## src/design/oas_pkg.sv

```systemverilog
`default_nettype none

package oas_pkg;

    // field widths
    localparam int DIST_W     = 12;
    localparam int THR_W      = 12;
    localparam int TIME_W     = 20;
    localparam int AGE_W      = 16;
    localparam int MULT_W     = 8;
    localparam int CMD_W      = 3;
    localparam int CFG_IDX_W  = 3;
    localparam int CFG_DATA_W = 20;

    // comparison and product widths
    localparam int CMP_W  = (DIST_W > THR_W) ? DIST_W : THR_W;
    localparam int PROD_W = DIST_W + MULT_W;
    localparam int SAT_W  = (PROD_W > TIME_W) ? PROD_W : TIME_W + 1;

    // input tdata layout, lowest bit first
    localparam int IN_SELF_BIT   = 0;
    localparam int IN_SIGNAL_BIT = 1;
    localparam int IN_FRONT_LSB  = 2;
    localparam int IN_LEFT_LSB   = IN_FRONT_LSB + DIST_W;
    localparam int IN_RIGHT_LSB  = IN_LEFT_LSB + DIST_W;
    localparam int IN_AGE_LSB    = IN_RIGHT_LSB + DIST_W;
    localparam int IN_USED_W     = IN_AGE_LSB + AGE_W;
    localparam int IN_TDATA_W    = ((IN_USED_W + 7) / 8) * 8;

    // output tdata layout
    localparam int OUT_USED_W  = CMD_W + 1;
    localparam int OUT_TDATA_W = ((OUT_USED_W + 7) / 8) * 8;

    localparam logic [TIME_W-1:0] TIME_MAX            = '1;
    localparam logic [TIME_W-1:0] INITIAL_REFRESH_AGE = TIME_W'(1000);

    // drive commands
    localparam logic [CMD_W-1:0] CMD_NONE       = 3'd0;
    localparam logic [CMD_W-1:0] CMD_STOP       = 3'd1;
    localparam logic [CMD_W-1:0] CMD_FORWARD    = 3'd2;
    localparam logic [CMD_W-1:0] CMD_TURN_RIGHT = 3'd3;
    localparam logic [CMD_W-1:0] CMD_TURN_LEFT  = 3'd4;
    localparam logic [CMD_W-1:0] CMD_BEAR_RIGHT = 3'd5;
    localparam logic [CMD_W-1:0] CMD_BEAR_LEFT  = 3'd6;

    // item kinds
    localparam logic ACTION_TICK   = 1'b0;
    localparam logic ACTION_SAMPLE = 1'b1;

    // configuration register indexes
    localparam logic [CFG_IDX_W-1:0] REG_FRONT_COLLISION = 3'd0;
    localparam logic [CFG_IDX_W-1:0] REG_SIDE_COLLISION  = 3'd1;
    localparam logic [CFG_IDX_W-1:0] REG_SIDE_WARNING    = 3'd2;
    localparam logic [CFG_IDX_W-1:0] REG_SIDE_CLEAR      = 3'd3;
    localparam logic [CFG_IDX_W-1:0] REG_CENTER_TOL      = 3'd4;
    localparam logic [CFG_IDX_W-1:0] REG_TURN_REFRESH    = 3'd5;
    localparam logic [CFG_IDX_W-1:0] REG_BEAR_MULT       = 3'd6;
    localparam logic [CFG_IDX_W-1:0] REG_FORWARD_MULT    = 3'd7;

    typedef struct packed {
        logic [THR_W-1:0]  front_collision_threshold;
        logic [THR_W-1:0]  side_collision_threshold;
        logic [THR_W-1:0]  side_warning_threshold;
        logic [THR_W-1:0]  side_clear_threshold;
        logic [THR_W-1:0]  centre_window;
        logic [TIME_W-1:0] turn_refresh_age;
        logic [MULT_W-1:0] bear_age_multiplier;
        logic [MULT_W-1:0] forward_age_multiplier;
    } oas_cfg_t;

    typedef struct packed {
        logic [DIST_W-1:0] front;
        logic [DIST_W-1:0] left;
        logic [DIST_W-1:0] right;
    } oas_dist_t;

endpackage

`default_nettype wire

```

## src/design/oas_decide.sv

```systemverilog
`default_nettype none

module oas_decide
(
    input  wire oas_pkg::oas_cfg_t                 cfg,
    input  wire oas_pkg::oas_dist_t                ranges,
    input  wire logic [oas_pkg::TIME_W-1:0]        refresh_limit,
    output logic [oas_pkg::CMD_W-1:0]              drive_command,
    output logic [oas_pkg::TIME_W-1:0]             refresh_limit_next
);

    logic [oas_pkg::CMP_W-1:0]  f;
    logic [oas_pkg::CMP_W-1:0]  l;
    logic [oas_pkg::CMP_W-1:0]  r;
    logic [oas_pkg::CMP_W-1:0]  front_thr;
    logic [oas_pkg::CMP_W-1:0]  coll_thr;
    logic [oas_pkg::CMP_W-1:0]  warn_thr;
    logic [oas_pkg::CMP_W-1:0]  clear_thr;
    logic [oas_pkg::CMP_W-1:0]  tol;
    logic [oas_pkg::CMP_W-1:0]  diff;
    logic                       keep_limit;
    logic                       use_turn_age;
    logic [oas_pkg::DIST_W-1:0] mult_dist;
    logic [oas_pkg::MULT_W-1:0] mult_k;
    logic [oas_pkg::PROD_W-1:0] prod;
    logic [oas_pkg::SAT_W-1:0]  prod_ext;
    logic [oas_pkg::TIME_W-1:0] prod_sat;

    // common width for all compares
    assign f         = oas_pkg::CMP_W'(ranges.front);
    assign l         = oas_pkg::CMP_W'(ranges.left);
    assign r         = oas_pkg::CMP_W'(ranges.right);
    assign front_thr = oas_pkg::CMP_W'(cfg.front_collision_threshold);
    assign coll_thr  = oas_pkg::CMP_W'(cfg.side_collision_threshold);
    assign warn_thr  = oas_pkg::CMP_W'(cfg.side_warning_threshold);
    assign clear_thr = oas_pkg::CMP_W'(cfg.side_clear_threshold);
    assign tol       = oas_pkg::CMP_W'(cfg.centre_window);
    assign diff      = (l > r) ? (l - r) : (r - l);

    // priority decision, also picks the multiplier operands
    always_comb
    begin
        drive_command = oas_pkg::CMD_STOP;
        keep_limit    = 1'b0;
        use_turn_age  = 1'b0;
        mult_dist     = ranges.right;
        mult_k        = cfg.bear_age_multiplier;
        if (l <= coll_thr && r <= coll_thr)
        begin
            // trapped on both sides
            drive_command = oas_pkg::CMD_STOP;
            keep_limit    = 1'b1;
        end
        else if (f <= front_thr)
        begin
            drive_command = (l > r) ? oas_pkg::CMD_TURN_LEFT : oas_pkg::CMD_TURN_RIGHT;
            use_turn_age  = 1'b1;
        end
        else if (l < coll_thr)
        begin
            drive_command = oas_pkg::CMD_TURN_RIGHT;
            use_turn_age  = 1'b1;
        end
        else if (r < coll_thr)
        begin
            drive_command = oas_pkg::CMD_TURN_LEFT;
            use_turn_age  = 1'b1;
        end
        else if (l < warn_thr)
        begin
            drive_command = oas_pkg::CMD_BEAR_RIGHT;
            mult_dist     = ranges.left;
        end
        else if (r < warn_thr)
        begin
            drive_command = oas_pkg::CMD_BEAR_LEFT;
            mult_dist     = ranges.right;
        end
        else if (diff < tol || l > clear_thr || r > clear_thr)
        begin
            drive_command = oas_pkg::CMD_FORWARD;
            mult_dist     = ranges.front;
            mult_k        = cfg.forward_age_multiplier;
        end
        else if (l < r)
        begin
            drive_command = oas_pkg::CMD_BEAR_RIGHT;
            mult_dist     = ranges.left;
        end
        else
        begin
            drive_command = oas_pkg::CMD_BEAR_LEFT;
            mult_dist     = ranges.right;
        end
    end

    // refresh limit product, saturated to the counter width
    assign prod     = oas_pkg::PROD_W'(mult_dist) * oas_pkg::PROD_W'(mult_k);
    assign prod_ext = oas_pkg::SAT_W'(prod);
    assign prod_sat = (prod_ext > oas_pkg::SAT_W'(oas_pkg::TIME_MAX))
                    ? oas_pkg::TIME_MAX : prod_ext[oas_pkg::TIME_W-1:0];

    always_comb
    begin
        if (keep_limit)
        begin
            refresh_limit_next = refresh_limit;
        end
        else if (use_turn_age)
        begin
            refresh_limit_next = cfg.turn_refresh_age;
        end
        else
        begin
            refresh_limit_next = prod_sat;
        end
    end

endmodule

`default_nettype wire

```

## src/design/obstacle_avoid_steering_top.sv

```systemverilog
// Obstacle avoidance steering. Each input transaction is either a 1 ms tick
// (tuser 0) or a fresh front/left/right range sample (tuser 1), and each gives
// exactly one output transaction with a drive command and a sample request.
// The item passes an input register and one stage of compare logic plus a
// 12x8 multiplier into the result register, and a new transaction is taken
// every cycle while the output side keeps up; the elapsed/limit state is
// updated in that same stage, which is what lets consecutive items follow
// without a gap. Configuration writes are always ready and are meant to
// happen while no transaction is in flight.
`default_nettype none

module obstacle_avoid_steering_top
(
    input  wire logic                              clk,
    input  wire logic                              rst_n,
    // self_drive, obstacle_signal, front_distance, left_distance,
    // right_distance, sample_age, zero pad
    input  wire logic [oas_pkg::IN_TDATA_W-1:0]    s_axis_tdata,
    // action
    input  wire logic                              s_axis_tuser,
    input  wire logic                              s_axis_tvalid,
    output logic                                   s_axis_tready,
    // drive_command, request_sample, zero pad
    output logic [oas_pkg::OUT_TDATA_W-1:0]        m_axis_tdata,
    output logic                                   m_axis_tvalid,
    input  wire logic                              m_axis_tready,
    input  wire logic                              cfg_valid,
    output logic                                   cfg_ready,
    input  wire logic [oas_pkg::CFG_IDX_W-1:0]     cfg_index,
    input  wire logic [oas_pkg::CFG_DATA_W-1:0]    cfg_data
);

    oas_pkg::oas_cfg_t           cfg_reg;

    logic                        in_valid_reg;
    logic                        in_action_reg;
    logic                        in_self_reg;
    logic                        in_signal_reg;
    oas_pkg::oas_dist_t          in_dist_reg;
    logic [oas_pkg::AGE_W-1:0]   in_age_reg;

    oas_pkg::oas_dist_t          stored_dist_reg;
    logic [oas_pkg::AGE_W-1:0]   stored_age_reg;
    logic [oas_pkg::TIME_W-1:0]  elapsed_reg;
    logic [oas_pkg::TIME_W-1:0]  refresh_limit_reg;
    logic                        awaiting_reg;

    oas_pkg::oas_dist_t          stored_dist_next;
    logic [oas_pkg::AGE_W-1:0]   stored_age_next;
    logic [oas_pkg::TIME_W-1:0]  elapsed_next;
    logic [oas_pkg::TIME_W-1:0]  refresh_limit_next;
    logic                        awaiting_next;

    logic                        out_valid_reg;
    logic [oas_pkg::CMD_W-1:0]   out_cmd_reg;
    logic                        out_req_reg;
    logic [oas_pkg::CMD_W-1:0]   out_cmd_next;
    logic                        out_req_next;

    logic                        advance;
    logic                        in_accept;
    logic [oas_pkg::TIME_W-1:0]  elapsed_inc;
    logic [oas_pkg::TIME_W:0]    total;
    logic [oas_pkg::CMD_W-1:0]   dec_cmd;
    logic [oas_pkg::TIME_W-1:0]  dec_limit;

    // handshake
    assign advance       = !out_valid_reg || m_axis_tready;
    assign s_axis_tready = !in_valid_reg || advance;
    assign in_accept     = s_axis_tvalid && s_axis_tready;
    assign cfg_ready     = 1'b1;

    // configuration registers
    always_ff @(posedge clk or negedge rst_n)
    begin
        if (!rst_n)
        begin
            cfg_reg.front_collision_threshold <= oas_pkg::THR_W'(30);
            cfg_reg.side_collision_threshold  <= oas_pkg::THR_W'(10);
            cfg_reg.side_warning_threshold    <= oas_pkg::THR_W'(20);
            cfg_reg.side_clear_threshold      <= oas_pkg::THR_W'(50);
            cfg_reg.centre_window             <= oas_pkg::THR_W'(5);
            cfg_reg.turn_refresh_age          <= oas_pkg::TIME_W'(200);
            cfg_reg.bear_age_multiplier       <= oas_pkg::MULT_W'(10);
            cfg_reg.forward_age_multiplier    <= oas_pkg::MULT_W'(10);
        end
        else if (cfg_valid)
        begin
            case (cfg_index)
                oas_pkg::REG_FRONT_COLLISION:
                    cfg_reg.front_collision_threshold <= cfg_data[oas_pkg::THR_W-1:0];
                oas_pkg::REG_SIDE_COLLISION:
                    cfg_reg.side_collision_threshold <= cfg_data[oas_pkg::THR_W-1:0];
                oas_pkg::REG_SIDE_WARNING:
                    cfg_reg.side_warning_threshold <= cfg_data[oas_pkg::THR_W-1:0];
                oas_pkg::REG_SIDE_CLEAR:
                    cfg_reg.side_clear_threshold <= cfg_data[oas_pkg::THR_W-1:0];
                oas_pkg::REG_CENTER_TOL:
                    cfg_reg.centre_window <= cfg_data[oas_pkg::THR_W-1:0];
                oas_pkg::REG_TURN_REFRESH:
                    cfg_reg.turn_refresh_age <= cfg_data[oas_pkg::TIME_W-1:0];
                oas_pkg::REG_BEAR_MULT:
                    cfg_reg.bear_age_multiplier <= cfg_data[oas_pkg::MULT_W-1:0];
                oas_pkg::REG_FORWARD_MULT:
                    cfg_reg.forward_age_multiplier <= cfg_data[oas_pkg::MULT_W-1:0];
                default:
                    cfg_reg <= cfg_reg;
            endcase
        end
    end

    // input register
    always_ff @(posedge clk or negedge rst_n)
    begin
        if (!rst_n)
        begin
            in_valid_reg <= 1'b0;
        end
        else if (s_axis_tready)
        begin
            in_valid_reg <= s_axis_tvalid;
        end
    end

    always_ff @(posedge clk)
    begin
        if (in_accept)
        begin
            in_action_reg     <= s_axis_tuser;
            in_self_reg       <= s_axis_tdata[oas_pkg::IN_SELF_BIT];
            in_signal_reg     <= s_axis_tdata[oas_pkg::IN_SIGNAL_BIT];
            in_dist_reg.front <= s_axis_tdata[oas_pkg::IN_FRONT_LSB +: oas_pkg::DIST_W];
            in_dist_reg.left  <= s_axis_tdata[oas_pkg::IN_LEFT_LSB +: oas_pkg::DIST_W];
            in_dist_reg.right <= s_axis_tdata[oas_pkg::IN_RIGHT_LSB +: oas_pkg::DIST_W];
            in_age_reg        <= s_axis_tdata[oas_pkg::IN_AGE_LSB +: oas_pkg::AGE_W];
        end
    end

    // steering decision on the freshly stored sample
    oas_decide u_decide
    (
        .cfg                (cfg_reg),
        .ranges             (in_dist_reg),
        .refresh_limit      (refresh_limit_reg),
        .drive_command      (dec_cmd),
        .refresh_limit_next (dec_limit)
    );

    // tick bookkeeping
    assign elapsed_inc = (elapsed_reg < oas_pkg::TIME_MAX)
                       ? elapsed_reg + oas_pkg::TIME_W'(1) : elapsed_reg;
    assign total       = (oas_pkg::TIME_W + 1)'(elapsed_inc)
                       + (oas_pkg::TIME_W + 1)'(stored_age_reg);

    // next state and result for the item in the input register
    always_comb
    begin
        stored_dist_next   = stored_dist_reg;
        stored_age_next    = stored_age_reg;
        elapsed_next       = elapsed_reg;
        refresh_limit_next = refresh_limit_reg;
        awaiting_next      = awaiting_reg;
        out_cmd_next       = oas_pkg::CMD_NONE;
        out_req_next       = 1'b0;
        if (in_action_reg == oas_pkg::ACTION_SAMPLE)
        begin
            stored_dist_next = in_dist_reg;
            stored_age_next  = in_age_reg;
            elapsed_next     = '0;
            awaiting_next    = 1'b0;
            if (in_self_reg)
            begin
                out_cmd_next       = dec_cmd;
                refresh_limit_next = dec_limit;
            end
        end
        else
        begin
            elapsed_next = elapsed_inc;
            if (in_self_reg && (awaiting_reg || in_signal_reg
                || total > (oas_pkg::TIME_W + 1)'(refresh_limit_reg)))
            begin
                out_cmd_next  = oas_pkg::CMD_STOP;
                out_req_next  = 1'b1;
                awaiting_next = 1'b1;
            end
        end
    end

    // state and result registers
    always_ff @(posedge clk or negedge rst_n)
    begin
        if (!rst_n)
        begin
            stored_dist_reg   <= '0;
            stored_age_reg    <= '0;
            elapsed_reg       <= '0;
            refresh_limit_reg <= oas_pkg::INITIAL_REFRESH_AGE;
            awaiting_reg      <= 1'b1;
            out_valid_reg     <= 1'b0;
        end
        else if (advance)
        begin
            out_valid_reg <= in_valid_reg;
            if (in_valid_reg)
            begin
                stored_dist_reg   <= stored_dist_next;
                stored_age_reg    <= stored_age_next;
                elapsed_reg       <= elapsed_next;
                refresh_limit_reg <= refresh_limit_next;
                awaiting_reg      <= awaiting_next;
            end
        end
    end

    always_ff @(posedge clk)
    begin
        if (advance && in_valid_reg)
        begin
            out_cmd_reg <= out_cmd_next;
            out_req_reg <= out_req_next;
        end
    end

    assign m_axis_tvalid = out_valid_reg;
    assign m_axis_tdata  = oas_pkg::OUT_TDATA_W'({out_req_reg, out_cmd_reg});

endmodule

`default_nettype wire
```

## config.mk

```make
export PLATFORM = sky130hd
export DESIGN_NAME = obstacle_avoid_steering_top
export DESIGN_NICKNAME = d
export VERILOG_FILES = /design/src/design/oas_pkg.sv /design/src/design/oas_decide.sv /design/src/design/obstacle_avoid_steering_top.sv
export SDC_FILE = /design/constraint.sdc
export NUM_CORES = 1
export LEC_CHECK = 0
export BUFFER_PORTS_ARGS = -buffer_cell sky130_fd_sc_hd__buf_2
export CORE_MARGIN = 2
export CORE_UTILIZATION = 60
export DETAILED_ROUTE_END_ITERATION = 12
export HOLD_SLACK_MARGIN = 0.08
export PLACE_DENSITY = 0.77
export REMOVE_ABC_BUFFERS = 1
export SYNTH_ARGS = -nofsm -noshare
export SYNTH_HDL_FRONTEND = slang
export SYNTH_SLANG_ARGS = --single-unit
```

## constraint.sdc

```tcl
create_clock -name clk -period 16.6 [get_ports clk]
set_input_delay 3.32 -clock clk [delete_from_list [all_inputs] [get_ports clk]]
set_output_delay 3.32 -clock clk [all_outputs]
set_load 0.01 [all_outputs]
```

==> results.sh <==
export IMPL_placed_area_um2=17100
export IMPL_worst_path_max_fanout=19
export IMPL_cts_tree="done"
export IMPL_netlist_area_um2=16400
export IMPL_relSlewSlack_pct=19.0
export IMPL_avgSynthCellArea_um2=9.94
export IMPL_synth_mux_area_share_pct=5.92
export IMPL_setup_viol=0
export IMPL_die_w_um=169
export IMPL_grt_overflow=0
export IMPL_synth_top_family_by_area="adder cells"
export IMPL_largest_reg_flops=96
export IMPL_holdBufCountCts=0
export IMPL_start_util_pct=60.9
export IMPL_critPathCaptureType="flip-flop"
export IMPL_firstDrtPassIters=7
export IMPL_area_growth_synth_to_final_pct=8.74
export IMPL_die_area_um2=28700
export IMPL_cpMaxStageDelayCell="mux2i_1"
export IMPL_port_buffers=88
export IMPL_wl_mm=39.0
export IMPL_holdCritPathClass="reg2reg"
export IMPL_crit_required_ps=16990
export IMPL_post_route_period_util_pct=71.7
export IMPL_path_class="reg2reg"
export IMPL_design_area_um2=17900
export IMPL_cap_viol_max_count=0
export IMPL_clk_latency_ps=530
export IMPL_final_min_clock_period_ps=11900
export IMPL_cts_made_buffers=24
export IMPL_top_level_ports=96
export IMPL_synth_xor_area_share_pct=2.67
export IMPL_synth_compound_area_share_pct=15.3
export IMPL_vias=12400
export IMPL_drt_iter0_drc=807
export IMPL_grt_total_usage_pct=27.7
export IMPL_async_flop_share_pct=72.4
export IMPL_fin_skew_ps=22.7
export IMPL_cts_repair_resized=0
export IMPL_grt_pass1_wl_mm=62.9
export IMPL_diodes=0
export IMPL_dpl_hpwl_mm=29.4
export IMPL_antenna_found_initial=0
export IMPL_drive_gt1_share_pct=16.0
export IMPL_cts_root_buf="clkbuf_16"
export IMPL_ir_worst_vdd_mv=0.172
export IMPL_h_tree_depth=1
export IMPL_yosys_warnings=0
export IMPL_rsz0062_at_grt="no"
export IMPL_post_cts_buffers=0
export IMPL_drc=0
export IMPL_gp_congestion=0.910
export IMPL_synth_simple_area_share_pct=12.7
export IMPL_p_leak_nw=8.41
export IMPL_power_density_nw_per_um2=164
export IMPL_synthAdderAreaFrac_pct=22.4
export IMPL_start_kind="flip-flop"
export IMPL_grt_max_degree=80
export IMPL_rows=60
export IMPL_core_um2=27000
export IMPL_fmax_mhz=84.0
export IMPL_die_h_um=169
export IMPL_cts_sink_count=214
export IMPL_netlist_instances=1653
export IMPL_maxSlewViolCount=0
export IMPL_setup_tns_ps=0
export IMPL_synth_edff_count=59
export IMPL_synth_cell_types=92
export IMPL_clk_pin_slew_ps=60
export IMPL_grt_pass1_vias=12700
export IMPL_ys_seq_elements=214
export IMPL_outcome="finished, final reports clean"
export IMPL_seq_area_frac_synth_pct=34.6
export IMPL_wire_per_inst_um=18.7
export IMPL_tightest_slew_ps=1180
export IMPL_cp_slowest_stage_delay_ps=1050
export IMPL_clock_path_buffers=3
export IMPL_via_per_inst=5.93
export IMPL_ant_nets=0
export IMPL_path_common_cell="inv_1"
export IMPL_finalHoldViolCount=0
export IMPL_ys_flop_type="dfrtp_1"
export IMPL_nets=2066
export IMPL_cp_arrival_ps=12300
-- logic make-up (layout without fill, tap and decap cells) --
group                      Yosys count  after routing
and+or+nand+nor                    449            449
AOI/OAI and AO/OA                  337            337
buffers and inverters              257            343
adders and majority gates          256            256
DFF                                214            214
muxes                               88             88
xor gates and xnor gates            50             50
other                                2              5
-- critical path: cells and delay by family (launching register included) --
| kind | cells | cell delay (ps) |
|---|---|---|
| xor gates and xnor gates | 1 | 110 |
| buffers and inverters | 7 | 650 |
| and+or+nand+nor | 5 | 1840 |
| muxes | 3 | 1570 |
| DFF | 1 | 500 |
| adders and majority gates | 8 | 3240 |
| AOI/OAI and AO/OA | 18 | 3830 |
-- layout make-up --
class,count,area (µm²)
Multi-Input combinational cell,1185,9720
Clock buffer,33,654
Sequential cell,214,5680
Inverter,200,751
Tap cell,341,427
Clock inverter,10,91.3
Fill cell,2128,9090
Timing Repair Buffer,100,537
-- cells in the mapped netlist (33+ instances only) --
| cell type | instances | area share, % |
|---|---|---|
| o21ai_0 | 78 | 2.4 |
| xnor2_1 | 34 | 1.8 |
| nor2_1 | 139 | 3.2 |
| ha_1 | 193 | 15 |
| nand2_1 | 137 | 3.1 |
| mux2_2 | 69 | 4.7 |
| nand3_1 | 33 | 1.0 |
| fa_1 | 63 | 7.7 |
| a21o_1 | 41 | 1.9 |
| inv_1 | 198 | 4.5 |
| a21oi_1 | 65 | 2.0 |
| dfrtp_1 | 128 | 20 |
| edfxtp_1 | 59 | 11 |
-- metrics by stage --
step	util [%]	power (mW)	cells	setup slack, ps	hold WS, ps
floorplan	-	2.04	1599	6460	455
detailed placement	63.5	2.43	2040	4850	465
CTS	66.3	2.95	2083	4770	478
finish	66.3	2.93	2083	4700	475
global placement	63.5	2.38	2040	5000	461
global route	66.3	3.22	2083	3970	491
-- placed cells by master (no fill, tap or decap), drive strengths merged, types with 9 or more instances in the layout --
cell type	synthesis	layout
a211oi	9	9
a21o	42	42
a21oi	65	65
a22o	12	12
a22oi	11	11
a2bb2oi	10	10
a31oi	24	24
and3	9	9
buf	32	100
clkbuf	25	33
clkinv	1	9
dfrtp	128	128
dfstp	27	27
edfxtp	59	59
fa	63	63
ha	193	193
inv	199	199
mux2	70	70
mux2i	18	18
nand2	137	137
nand2b	10	10
nand3	33	33
nand4	21	21
nor2	141	141
nor2b	15	15
nor3	29	29
nor4	9	9
o21a	19	19
o21ai	84	84
or2	27	27
xnor2	34	34
xor2	16	16
-- metal layers --
layer | wire (µm) | global-route usage [%]
met5 | 0 | 0
met1 | 16200 | 33.7
met3 | 1540 | 3.29
met4 | 1740 | 11.6
met2 | 19500 | 49.8
-- report_power, final --
part	switching, mW	internal, mW	total, mW
clock network	0.215	0.292	0.506
registers	0.0608	0.655	0.716
logic	0.963	0.744	1.71
-- worst paths after layout --
check                                           from                           endpoint  slack, ps  depth (start not counted)
max                        in_dist_reg[12]$_DFFE_PP_  refresh_limit_reg[19]$_DFFE_PN0P_       4700                         42
min                          in_age_reg[5]$_DFFE_PP_      stored_age_reg[5]$_DFFE_PN0P_        480                          1
max reg2reg                in_dist_reg[12]$_DFFE_PP_  refresh_limit_reg[19]$_DFFE_PN0P_       4700                         42
min reg2reg                  in_age_reg[5]$_DFFE_PP_      stored_age_reg[5]$_DFFE_PN0P_        480                          1
max in group asynchronous                      rst_n             cfg_reg[6]$_DFFE_PN0P_      12220                          2
min in group asynchronous                      rst_n            cfg_reg[34]$_DFFE_PN0P_       2830                          1
Power figures use the tool's default switching activity.
